**src/sv/ppdh_pkg.sv**
```systemverilog
// Package with the transaction types and fixed constants of the pair distance histogram.
`timescale 1ns / 1ps
`default_nettype none
package ppdh_pkg;

  localparam int unsigned CfgW   = 18;
  localparam int unsigned PosW   = 32;
  localparam int unsigned DiffW  = 33;
  localparam int unsigned FoldW  = 19;
  localparam int unsigned SqW    = 38;
  localparam int unsigned RootW  = 19;
  localparam int unsigned CountW = 32;
  localparam int unsigned IdxW   = 8;

  localparam logic [CfgW-1:0] BoxReset = 18'd25600;
  localparam logic [0:0] RegBoxWidth  = 1'b0;
  localparam logic [0:0] RegBoxHeight = 1'b1;
  localparam logic ModeAccum = 1'b0;
  localparam logic ModeRead  = 1'b1;

  typedef struct packed {
    logic            mode;
    logic [PosW-1:0] x_a;
    logic [PosW-1:0] y_a;
    logic [PosW-1:0] x_b;
    logic [PosW-1:0] y_b;
    logic [IdxW-1:0] read_bin;
  } in_item_t;

  typedef struct packed {
    logic [IdxW-1:0]   bin_index;
    logic [CountW-1:0] bin_count;
    logic              out_of_range;
  } out_item_t;

  // Commands from the controller to the datapath.
  typedef struct packed {
    logic load;
    logic div_step;
    logic fold_fix;
    logic square;
    logic sum;
    logic sqrt_init;
    logic sqrt_step;
    logic bin_calc;
    logic mem_read;
    logic mem_write;
    logic clear_write;
    logic emit;
  } ctrl_t;

  // Status from the datapath to the controller.
  typedef struct packed {
    logic is_read;
    logic div_done;
    logic sqrt_done;
    logic clear_done;
  } stat_t;

endpackage
`default_nettype wire

```
**src/sv/ppdh_ctrl.sv**
```systemverilog
// Controller state machine sequencing one transaction through the datapath.
`timescale 1ns / 1ps
`default_nettype none
module ppdh_ctrl
  import ppdh_pkg::*;
(
  input  wire logic  clk,
  input  wire logic  rst,
  input  wire logic  start,
  output logic       busy,
  output logic       done,
  output ctrl_t      ctrl,
  input  wire stat_t stat
);

  localparam logic [3:0] StClear = 4'd0;
  localparam logic [3:0] StIdle  = 4'd1;
  localparam logic [3:0] StDecide= 4'd2;
  localparam logic [3:0] StDiv   = 4'd3;
  localparam logic [3:0] StFold  = 4'd4;
  localparam logic [3:0] StSq    = 4'd5;
  localparam logic [3:0] StSum   = 4'd6;
  localparam logic [3:0] StSqIn  = 4'd7;
  localparam logic [3:0] StSqrt  = 4'd8;
  localparam logic [3:0] StBin   = 4'd9;
  localparam logic [3:0] StRead  = 4'd10;
  localparam logic [3:0] StWrite = 4'd11;

  logic [3:0] state;
  logic [3:0] state_next;

  always_ff @(posedge clk) begin
    if (rst) begin
      state <= StClear;
      done  <= 1'b0;
    end else begin
      state <= state_next;
      done  <= ctrl.emit;
    end
  end

  // Next state and command decode.
  always_comb begin
    state_next = state;
    ctrl = '0;
    busy = (state != StIdle);
    case (state)
      StClear: begin
        if (stat.clear_done) state_next = StIdle;
        else ctrl.clear_write = 1'b1;
      end
      StIdle: begin
        if (start) begin
          ctrl.load = 1'b1;
          state_next = StDecide;
        end
      end
      StDecide: state_next = stat.is_read ? StRead : StDiv;
      StDiv: begin
        ctrl.div_step = 1'b1;
        if (stat.div_done) begin
          ctrl.div_step = 1'b0;
          state_next = StFold;
        end
      end
      StFold: begin
        ctrl.fold_fix = 1'b1;
        state_next = StSq;
      end
      StSq: begin
        ctrl.square = 1'b1;
        state_next = StSum;
      end
      StSum: begin
        ctrl.sum = 1'b1;
        state_next = StSqIn;
      end
      StSqIn: begin
        ctrl.sqrt_init = 1'b1;
        state_next = StSqrt;
      end
      StSqrt: begin
        if (stat.sqrt_done) state_next = StBin;
        else ctrl.sqrt_step = 1'b1;
      end
      StBin: begin
        ctrl.bin_calc = 1'b1;
        state_next = StRead;
      end
      StRead: begin
        ctrl.mem_read = 1'b1;
        state_next = StWrite;
      end
      StWrite: begin
        ctrl.mem_write = !stat.is_read;
        ctrl.emit = 1'b1;
        state_next = StIdle;
      end
      default: state_next = StIdle;
    endcase
  end

endmodule
`default_nettype wire

```
**config.mk**
```make
export PLATFORM = sky130hd
export DESIGN_NAME = ppdh_ctrl
export DESIGN_NICKNAME = d
export VERILOG_FILES = /design/src/sv/ppdh_pkg.sv /design/src/sv/ppdh_ctrl.sv
export SDC_FILE = /design/constraint.sdc
export NUM_CORES = 1
export LEC_CHECK = 0
export BUFFER_PORTS_ARGS = -buffer_cell sky130_fd_sc_hd__buf_2
export CAP_MARGIN = 20
export CELL_PAD_IN_SITES_DETAIL_PLACEMENT = 0
export CELL_PAD_IN_SITES_GLOBAL_PLACEMENT = 1
export CORE_UTILIZATION = 31
export DETAILED_ROUTE_END_ITERATION = 7
export PLACE_DENSITY_LB_ADDON = 0.1
export RECOVER_POWER = 25
export SYNTH_ARGS = -nofsm -noshare
export SYNTH_HDL_FRONTEND = slang
export SYNTH_SLANG_ARGS = --single-unit
export TNS_END_PERCENT = 100
```
**constraint.sdc**
```tcl
create_clock -name clk -period 1.89 [get_ports clk]
set_input_delay 0.189 -clock clk [delete_from_list [all_inputs] [get_ports clk]]
set_output_delay 0.189 -clock clk [all_outputs]
set_load 0.02 [all_outputs]
```
After elaboration in Yosys (flattened, before gate mapping)
Cells that the tools add are included.
{"block": "word_totals", "ff_bits": 5, "word_cells": 43, "inputBits": 7}
{"block": "classes", "n_eq_ne": 16, "mux": 22, "n_reduce_logical": 3}
{"op": "4-bit one-hot mux with 11 select lines", "n": 1}
{"op": "4-bit 2-to-1 mux", "n": 5}
{"op": "4-bit by 3-bit equality test with 1-bit output (second input constant)", "n": 4}
{"op": "4-bit equality test (second input constant)", "n": 4}
{"op": "1-bit 2-to-1 mux", "n": 16}
{"op": "4-bit by 2-bit equality test with 1-bit output (second input constant)", "n": 2}
{"op": "2-bit != test (second input constant)", "n": 4}
{"op": "4-bit by 1-bit equality test with 1-bit output (second input constant)", "n": 1}
{"op": "4-bit logical NOT", "n": 1}
{"op": "4-bit by 1-bit != test with 1-bit output (second input constant)", "n": 1}
{"op": "4-bit AND reduction", "n": 1}
{"op": "1-bit logical NOT", "n": 1}

Logic depth before layout (Yosys ltp)
Gate-level depths: netlist of the first run.
{"block": "logic_depth", "ltp_word": 3, "ltp_mapped": 5}

Worst setup path after synthesis of the first run
No wires, ideal clock.
{"block": "synth_path", "path_kind": "reg2reg", "startpoint": "register state[1]", "endpoint": "register state[1]", "setup_slack_ns": 0.152, "path_buffers": 1, "t_arrival_ns": 1.617, "stages_incl_launch_ff": 6, "required_time_ns": 1.769, "setup_ns": 0.121, "path_cell_list": "dfxtp_1 > buf_4 > nand2b_1 > nor4_1 > or2_4 > o21ai_2"}
{"block": "synth_via", "elab_chain_cells": 3, "word_cells_on_any_way": 17}
{"item": "start, declared", "line": "ppdh_ctrl.sv:29", "text": "logic [3:0] state;"}
{"item": "start signal, assigned", "line": "ppdh_ctrl.sv:34", "text": "state <= StClear;"}
{"item": "start signal, assigned", "line": "ppdh_ctrl.sv:37", "text": "state <= state_next;"}
{"item": "4-bit by 2-bit equality test with 1-bit output (tied with other cells)", "line": "ppdh_ctrl.sv:47", "text": "case (state)"}
{"item": "2-bit != test (no line)"}
{"item": "4-bit AND reduction (no line)"}
Several ways; a longest one is shown, not always the timed one.
A chain may end at the register's enable or synchronous reset.

==> flow_metrics.env, run 1 <==
export IMPL_outcome="complete, no violations"
export IMPL_clk_latency_ns=0.24
export IMPL_period_share_pct=92.4
export IMPL_num_rows=12
export IMPL_ys_seq_elements=5
export IMPL_die_h_um=38.9
export IMPL_routedWlPerCell_um=11.7
export IMPL_fill_cells=136
export IMPL_cts_hold_fix_buffers=0
export IMPL_max_slew_margin_pct=75.9
export IMPL_power_density_nw_per_um2=1110
export IMPL_dp_cells=87
export IMPL_synth_distinct_cells=27
export IMPL_cts_buffers=3
export IMPL_cts_root_buf="clkbuf_4"
export IMPL_htreeDepth=1
export IMPL_cts_tree="yes"
export IMPL_pwr_share_comb_pct=53.9
export IMPL_synth_nets=61
export IMPL_avgSynthCellArea_sq_um=7.83
export IMPL_min_period_ns=1.75
export IMPL_rsz0062_at_grt="false"
export IMPL_layout_cells_most_common_list="buf_2, nor2_1, nand2_1, dfxtp_1"
export IMPL_fin_util_pct=46.7
export IMPL_critPathKind="reg -> out"
export IMPL_whs_path_depth=2
export IMPL_setup_ws_ns=0.144
export IMPL_seq_area_sq_um=100
export IMPL_area_delta_synth_final_pct=31.1
export IMPL_pin_count=21
export IMPL_yosysSeqAreaShare_pct=23.7
export IMPL_start_kind="flip-flop"
export IMPL_viasPerCell=4.85
export IMPL_path_buf_inv=1
export IMPL_firstDrtPassIters=4
export IMPL_clock_sinks=5
export IMPL_fin_worst_skew_ns=0.00285
export IMPL_max_cap_viol_count=0
export IMPL_max_freq_mhz=573
export IMPL_critPathTopFamily="simple AND/OR/NAND/NOR gates"
export IMPL_antennaDiodeCount=0
export IMPL_totalPowerFinal_mw=0.612
export IMPL_ys_warn_count=0
export IMPL_slowest_stage="dfxtp_1"
export IMPL_sequentialPowerShare_pct=26.3
export IMPL_port_buffers=20
export IMPL_synthCells=54
export IMPL_multi_input_area_sq_um=279
export IMPL_path_clk_slew_ns=0.04
export IMPL_grt_use_total_pct=16.5
export IMPL_tightestPinTransition_ns=0.361
export IMPL_ys_top_cells_by_area="dfxtp_1, nor2_1, o32ai_4"
export IMPL_hold_ws_ns=0.150
export IMPL_cp_num_cells=4
export IMPL_drive_above_1_share_pct=41.6
export IMPL_dieArea_sq_um=1520
export IMPL_mostFrequentLayoutCell="buf_2"
export IMPL_hold_class="in -> reg"
export IMPL_nets=85
export IMPL_fin_area_sq_um=554
export IMPL_cp_max_fo=8
export IMPL_core_sq_um=1190
export IMPL_pre_cts_slack_ns=0.399
export IMPL_r2r_cells=4
export IMPL_intPower_mw=0.357
export IMPL_worstSetupEndpointType="output pin"
export IMPL_drt_total_wl_um=1070
export IMPL_vias=441
export IMPL_place_area_sq_um=534
export IMPL_drv_slew=0
export IMPL_setup_violations=0
export IMPL_grt_overflow=0
export IMPL_die_w_um=38.9
export IMPL_start_util_pct=35.7
export IMPL_swShare_pct=41.7
export IMPL_power_frac_clock_pct=19.7
export IMPL_vdd_drop_max_uv=653
export IMPL_worstPathRequired_ns=1.70
export IMPL_cts_resized=0
export IMPL_setup_tns_ns=0
export IMPL_first_global_vias=375
export IMPL_hpwlAfterDp_um=810
export IMPL_path_cells="nand2b_1, or2_1, nor2_1, buf_2"
export IMPL_cts_setup_buffers=0
export IMPL_finalHoldViolations=0
export IMPL_p_leak_nw=0.258
export IMPL_cp_slowest_stage_delay_ns=0.48
export IMPL_clockBufferDepth=2
export IMPL_post_layout_nonfiller_instances=91
export IMPL_antenna_found_initial=0
export IMPL_synth_top_cell_by_area="dfxtp_1"
export IMPL_worst_ep_arrival_time_ns=1.56
export IMPL_grt_pass1_wl_um=1640
export IMPL_p_sw_mw=0.255
export IMPL_syn_area_sq_um=423
export IMPL_ant_nets=0
export IMPL_grt_max_degree=11
export IMPL_drc=0
export IMPL_gp_congestion=0.729
export IMPL_netlist_area_leader_share_pct=23.7
export IMPL_first_iter_violations=4
[final timing paths]
| path | end | slack [ns] | start |
|---|---|---|---|
| max | ctrl[2] | 0.14 | state[0]$_SDFFE_PP0P_ |
| min | done$_SDFF_PP0_ | 0.15 | rst |
| max reg2reg | state[2]$_SDFFE_PP0P_ | 0.42 | state[0]$_SDFFE_PP0P_ |
| min reg2reg | state[1]$_SDFFE_PP0P_ | 0.56 | state[1]$_SDFFE_PP0P_ |
[layout make-up]
class	count	area share, %
Multi-Input combinational cell	41	50.3
Timing Repair Buffer	23	21.0
Sequential cell	5	18.1
Clock buffer	4	4.74
Tap cell	14	3.16
Inverter	4	2.71
[logic make-up (layout without fill, tap and decap cells)]
kind of cell	count (synthesis)	count (layout)	share of synthesized area, %
multiplexers	1	1	3.55
buffers and inverters	8	31	10.4
flip-flops	5	5	23.7
AND/OR/NAND/NOR	30	30	39.3
AO/OA/AOI/OAI	9	9	21.0
XOR/XNOR	1	1	2.07
[sequential cells by signal, indices dropped and copies added, names as in the netlist]
register and count:
state 4, done 1
[worst reg2reg max path, cell delays in order, from the launching register on]
cell and delay, ns:
dfxtp_1 0.48, mux2_4 0.35, o32ai_4 0.26, or2_4 0.20, nor4_2 0.05
[cell usage after synthesis]
| cell | count |
|---|---|
| or2_1 | 2 |
| buf_4 | 1 |
| o21a_1 | 1 |
| nor3_1 | 1 |
| a2bb2oi_1 | 1 |
| nand2b_1 | 4 |
| o32ai_4 | 1 |
| inv_1 | 3 |
| nand2_1 | 5 |
| buf_2 | 2 |
| nand3_1 | 1 |
| nand4b_1 | 1 |
| o21ai_2 | 2 |
| buf_6 | 1 |
| nor4_1 | 2 |
| dfxtp_1 | 5 |
| nor2_1 | 10 |
| a31oi_1 | 1 |
| o211ai_1 | 1 |
| or2_4 | 2 |
| inv_2 | 1 |
| a21oi_1 | 1 |
| xnor2_1 | 1 |
| or3b_4 | 1 |
| mux2_4 | 1 |
| o221ai_1 | 1 |
| nor4_2 | 1 |
[routing by layer]
metal | global-route usage (%) | routed length (um)
met5 | 0 | 0
met4 | 0 | 0
met3 | 8.67 | 58
met2 | 25.0 | 452
met1 | 22.0 | 558
[power by group through the flow]
stage                     sequential (mW)  combinational [mW]  clock (mW)
final                               0.161               0.330       0.121
after global routing                0.167               0.363       0.132
after CTS                           0.161               0.339       0.125
after detailed placement            0.162               0.338           0
after global placement              0.161               0.336           0
after floorplan                     0.138               0.287           0
Note: power is estimated with default switching activity, not from simulation.
==> run 2: changes to the inputs <==
--- a/config.mk
+++ b/config.mk
@@ -7,11 +7,9 @@
 export LEC_CHECK = 0
 export BUFFER_PORTS_ARGS = -buffer_cell sky130_fd_sc_hd__buf_2
 export CAP_MARGIN = 20
-export CELL_PAD_IN_SITES_DETAIL_PLACEMENT = 0
-export CELL_PAD_IN_SITES_GLOBAL_PLACEMENT = 1
-export CORE_UTILIZATION = 31
+export CORE_AREA = 2 2 39 41
 export DETAILED_ROUTE_END_ITERATION = 7
-export PLACE_DENSITY_LB_ADDON = 0.1
+export DIE_AREA = 0 0 41 43
 export RECOVER_POWER = 25
 export SYNTH_ARGS = -nofsm -noshare
 export SYNTH_HDL_FRONTEND = slang
==> run 2 against run 1 <==
  * Fmax rose by 6.0%
  * Power fell by 1.5%
  * Sequential cell count did not move
  * Final cell count rose by 1.1%
  * Register-to-register slack barely moved
  * Clock-buffer cell count did not move
==> flow_metrics.env, run 2 (synthesized netlist as in run 1, its figures left out) <==
export IMPL_outcome="complete, no violations"
export IMPL_rsz0062_at_grt="false"
export IMPL_worstPathRequired_ns=1.70
export IMPL_pwr_share_comb_pct=51.9
export IMPL_start_kind="flip-flop"
export IMPL_hold_class="in -> reg"
export IMPL_reg2reg_from="state[1]$_SDFFE_PP0P_"
export IMPL_grt_max_degree=12
export IMPL_antenna_found_initial=0
export IMPL_swShare_pct=42.3
export IMPL_clockBufferDepth=2
export IMPL_setup_ws_ns=0.243
export IMPL_num_rows=14
export IMPL_mostFrequentLayoutCell="buf_2"
export IMPL_setup_tns_ns=0
export IMPL_gp_congestion=0.772
export IMPL_first_global_vias=391
export IMPL_tightestPinTransition_ns=0.364
export IMPL_vdd_drop_max_uv=383
export IMPL_path_clk_slew_ns=0.04
export IMPL_htreeDepth=1
export IMPL_p_sw_mw=0.255
export IMPL_layout_cells_most_common_list="buf_2, nor2_1, nand2_1, dfxtp_1"
export IMPL_fin_util_pct=39.7
export IMPL_period_share_pct=87.1
export IMPL_max_slew_margin_pct=75.7
export IMPL_drv_slew=0
export IMPL_cts_root_buf="clkbuf_4"
export IMPL_vias=443
export IMPL_dp_cells=88
export IMPL_power_density_nw_per_um2=1100
export IMPL_sequentialPowerShare_pct=27.5
export IMPL_hold_ws_ns=0.150
export IMPL_place_area_sq_um=529
export IMPL_cts_tree="yes"
export IMPL_intPower_mw=0.348
export IMPL_finalHoldViolations=0
export IMPL_ant_nets=0
export IMPL_start_util_pct=30.6
export IMPL_pre_cts_slack_ns=0.437
export IMPL_max_freq_mhz=607
export IMPL_largest_reg_flops=4
export IMPL_worst_ep_arrival_time_ns=1.46
export IMPL_cts_buffers=3
export IMPL_hold_path_startpoint="rst"
export IMPL_die_h_um=43
export IMPL_die_w_um=41
export IMPL_cp_max_fo=8
export IMPL_clock_sinks=5
export IMPL_antennaDiodeCount=0
export IMPL_fill_cells=152
export IMPL_hpwlAfterDp_um=791
export IMPL_drive_above_1_share_pct=40.8
export IMPL_worstSetupEndpointType="output pin"
export IMPL_setup_violations=0
export IMPL_routedWlPerCell_um=11.4
export IMPL_critPathLaunch="state[0]$_SDFFE_PP0P_"
export IMPL_port_buffers=20
export IMPL_min_period_ns=1.65
export IMPL_max_cap_viol_count=0
export IMPL_firstDrtPassIters=4
export IMPL_dieArea_sq_um=1760
export IMPL_first_iter_violations=6
export IMPL_reg_top3="state: 4 flops, done: 1 flops"
export IMPL_power_frac_clock_pct=20.6
export IMPL_cts_resized=0
export IMPL_cts_hold_fix_buffers=0
export IMPL_grt_pass1_wl_um=1620
export IMPL_pin_count=21
export IMPL_totalPowerFinal_mw=0.603
export IMPL_critPathKind="reg -> out"
export IMPL_fin_worst_skew_ns=0.00319
export IMPL_area_delta_synth_final_pct=29.9
export IMPL_viasPerCell=4.82
export IMPL_core_sq_um=1380
export IMPL_clk_latency_ns=0.24
export IMPL_grt_use_total_pct=14.4
export IMPL_drc=0
export IMPL_fin_area_sq_um=549
export IMPL_drt_total_wl_um=1050
export IMPL_nets=84
export IMPL_cts_setup_buffers=0
export IMPL_post_layout_nonfiller_instances=92
export IMPL_p_leak_nw=0.252
export IMPL_regMostFlops="state"
export IMPL_grt_overflow=0
run 2: cell count changes in the layout (fill, tap and decap cells not counted), sizes merged:
cell  change
buf       -1
run 2: worst max-delay path, cell delays in order (launching register included):
cell and delay [ns]:
dfxtp_1 0.43, clkbuf_1 0.34, nand2_1 0.12, nor2_1 0.13, buf_2 0.18
run 2: metal layers:
| layer | up-vias | wire length (um) | global-route usage, % |
|---|---|---|---|
| met4 | 0 | 19 | 14.0 |
| li1 | 227 | - | - |
| met2 | 17 | 479 | 20.6 |
| met3 | 2 | 72 | 3.14 |
| met1 | 197 | 476 | 16.3 |
| met5 | - | 0 | 0 |
run 2: power groups by stage:
stage / sequential [mW] / clock [mW] / combinational, mW
2_1_floorplan: 0.138 / 0 / 0.287
4_1_cts: 0.166 / 0.130 / 0.321
5_1_grt: 0.171 / 0.136 / 0.341
3_3_place_gp: 0.165 / 0 / 0.315
3_5_place_dp: 0.168 / 0 / 0.320
6_report: 0.166 / 0.125 / 0.313
run 2: final cells by class:
cell class                 instances  area, sq um  share of cell area [%]
inverter                           4         15.0                    2.73
timing repair buffer              22          109                    19.8
multi-input combinational         41          279                    50.8
clock buffer                       4         26.3                    4.78
sequential                         5          100                    18.2
tap                               16         20.0                    3.64
run 2: worst paths after layout:
path / slack [ns] / cells past startpoint / end
setup reg to reg: 0.42 / 4 / state[0]$_SDFFE_PP0P_
hold / removal: 0.15 / 2 / state[2]$_SDFFE_PP0P_
setup / recovery: 0.24 / 4 / ctrl[6]
hold reg to reg: 0.59 / 2 / state[1]$_SDFFE_PP0P_
==> run 3: changes to the inputs <==
==> constraint.sdc (replaced) <==
create_clock -name clk -period 1.55 [get_ports clk]
set_input_delay 0.155 -clock clk [delete_from_list [all_inputs] [get_ports clk]]
set_output_delay 0.155 -clock clk [all_outputs]
set_load 0.02 [all_outputs]
==> run 3 against run 2 <==
  * Sequential cell count is the same
  * Combinational power grew 32%
  * Power rose by 26%
  * Largest cell class unchanged
==> flow_metrics.env, run 3 (synthesized netlist as in run 1, its figures left out) <==
export IMPL_setup_tns_ns=0
export IMPL_start_util_pct=30.6
export IMPL_rsz0062_at_grt="true"
export IMPL_start_kind="flip-flop"
export IMPL_wl_met1_um=452
export IMPL_p_leak_nw=0.263
export IMPL_first_global_vias=387
export IMPL_max_slew_margin_pct=82.4
export IMPL_max_freq_mhz=675
export IMPL_fill_cells=144
export IMPL_dr_wl_met2_um=434
export IMPL_cts_buffers=3
export IMPL_totalPowerFinal_mw=0.761
export IMPL_reg_top3="state: 4 flops, done: 1 flops"
export IMPL_grt_overflow=0
export IMPL_mostFrequentLayoutCell="buf_2"
export IMPL_fin_area_sq_um=574
export IMPL_clockBufferDepth=2
export IMPL_wl_met3_um=71
export IMPL_vdd_drop_max_uv=394
export IMPL_outcome="complete, no violations"
export IMPL_pre_cts_slack_ns=0.167
export IMPL_layout_cells_most_common_list="buf_2, nor2_1, nand2_1"
export IMPL_die_w_um=41
export IMPL_area_delta_synth_final_pct=35.8
export IMPL_core_sq_um=1380
export IMPL_pin_count=21
export IMPL_power_density_nw_per_um2=1320
export IMPL_path_clk_slew_ns=0.05
export IMPL_routedWlPerCell_um=10.5
export IMPL_drt_total_wl_um=978
export IMPL_fin_worst_skew_ns=0.00362
export IMPL_viasPerCell=4.76
export IMPL_vias=443
export IMPL_ant_nets=0
export IMPL_worstSetupEndpointType="output pin"
export IMPL_cts_tree="yes"
export IMPL_dieArea_sq_um=1760
export IMPL_dp_cells=89
export IMPL_setup_ws_ns=0.0686
export IMPL_period_share_pct=95.6
export IMPL_setup_violations=0
export IMPL_topRoutingLayerUsed="met4"
export IMPL_num_rows=14
export IMPL_antenna_found_initial=0
export IMPL_firstDrtPassIters=4
export IMPL_antennaDiodeCount=0
export IMPL_cts_hold_fix_buffers=0
export IMPL_gp_congestion=0.841
export IMPL_max_cap_viol_count=0
export IMPL_regMostFlops="state"
export IMPL_nets=85
export IMPL_hold_class="in -> reg"
export IMPL_drc=0
export IMPL_grt_max_degree=11
export IMPL_worst_ep_arrival_time_ns=1.33
export IMPL_die_h_um=43
export IMPL_worstPathRequired_ns=1.39
export IMPL_largest_reg_flops=4
export IMPL_post_layout_nonfiller_instances=93
export IMPL_drive_above_1_share_pct=48.1
export IMPL_grt_pass1_wl_um=1630
export IMPL_hpwlAfterDp_um=757
export IMPL_grt_use_total_pct=13.7
export IMPL_clk_latency_ns=0.25
export IMPL_drv_slew=0
export IMPL_first_iter_violations=2
export IMPL_min_period_ns=1.48
export IMPL_critPathKind="reg -> out"
export IMPL_clock_sinks=5
export IMPL_place_area_sq_um=543
export IMPL_htreeDepth=1
export IMPL_cp_max_fo=10
export IMPL_port_buffers=20
export IMPL_tightestPinTransition_ns=0.265
export IMPL_finalHoldViolations=0
export IMPL_cts_root_buf="clkbuf_4"
run 3: stage by stage:
stage | hold slack, ns | util (%)
after global routing | 0.120 | 41.5
after global placement | 0.372 | 39.2
after floorplan | 0.227 | -
final | 0.112 | 41.5
after CTS | 0.106 | 41.2
after detailed placement | 0.370 | 39.2
run 3: what timing repair did:
item	4_1_cts	5_1_grt
endpoints found under the hold margin	0	0
setup endpoints to repair	2	4
pin swaps	0	1
resized for setup	1	4
setup buffers	0	0
gates cloned	0	0
run 3: where the power goes:
part	switching [mW]	internal [mW]	total [mW]
registers	0.0354	0.157	0.192
clock network	0.0578	0.0976	0.155
logic	0.220	0.194	0.413
run 3: final cells by class:
cell class	instances	area [sq um]	share of cell area, %
Multi-Input combinational cell	41	288	50.1
Timing Repair Buffer	23	120	20.9
Sequential cell	5	105	18.3
Clock buffer	4	26.3	4.58
Tap cell	16	20.0	3.49
Inverter	4	15.0	2.61
run 3: worst max-delay path, stage by stage, from the launching register on:
cell,delay (ns)
dfxtp_4,0.37
or2_4,0.26
or2_1,0.22
nor2_1,0.08
buf_4,0.14
run 3: path summary, 6_finish.rpt:
kind / start / end / slack, ns / cells past startpoint
setup / recovery: state[3]$_SDFFE_PP0P_ / ctrl[11] / 0.07 / 4
setup reg to reg: state[0]$_SDFFE_PP0P_ / state[1]$_SDFFE_PP0P_ / 0.21 / 4
hold / removal: rst / done$_SDFF_PP0_ / 0.11 / 2
hold reg to reg: state[3]$_SDFFE_PP0P_ / state[2]$_SDFFE_PP0P_ / 0.51 / 1
run 3: layer usage:
layer | global-route usage, % | vias up
met5 | 0 | -
met4 | 10.0 | 0
met3 | 3.14 | 2
met2 | 19.1 | 19
met1 | 17.5 | 191
li1 | - | 231
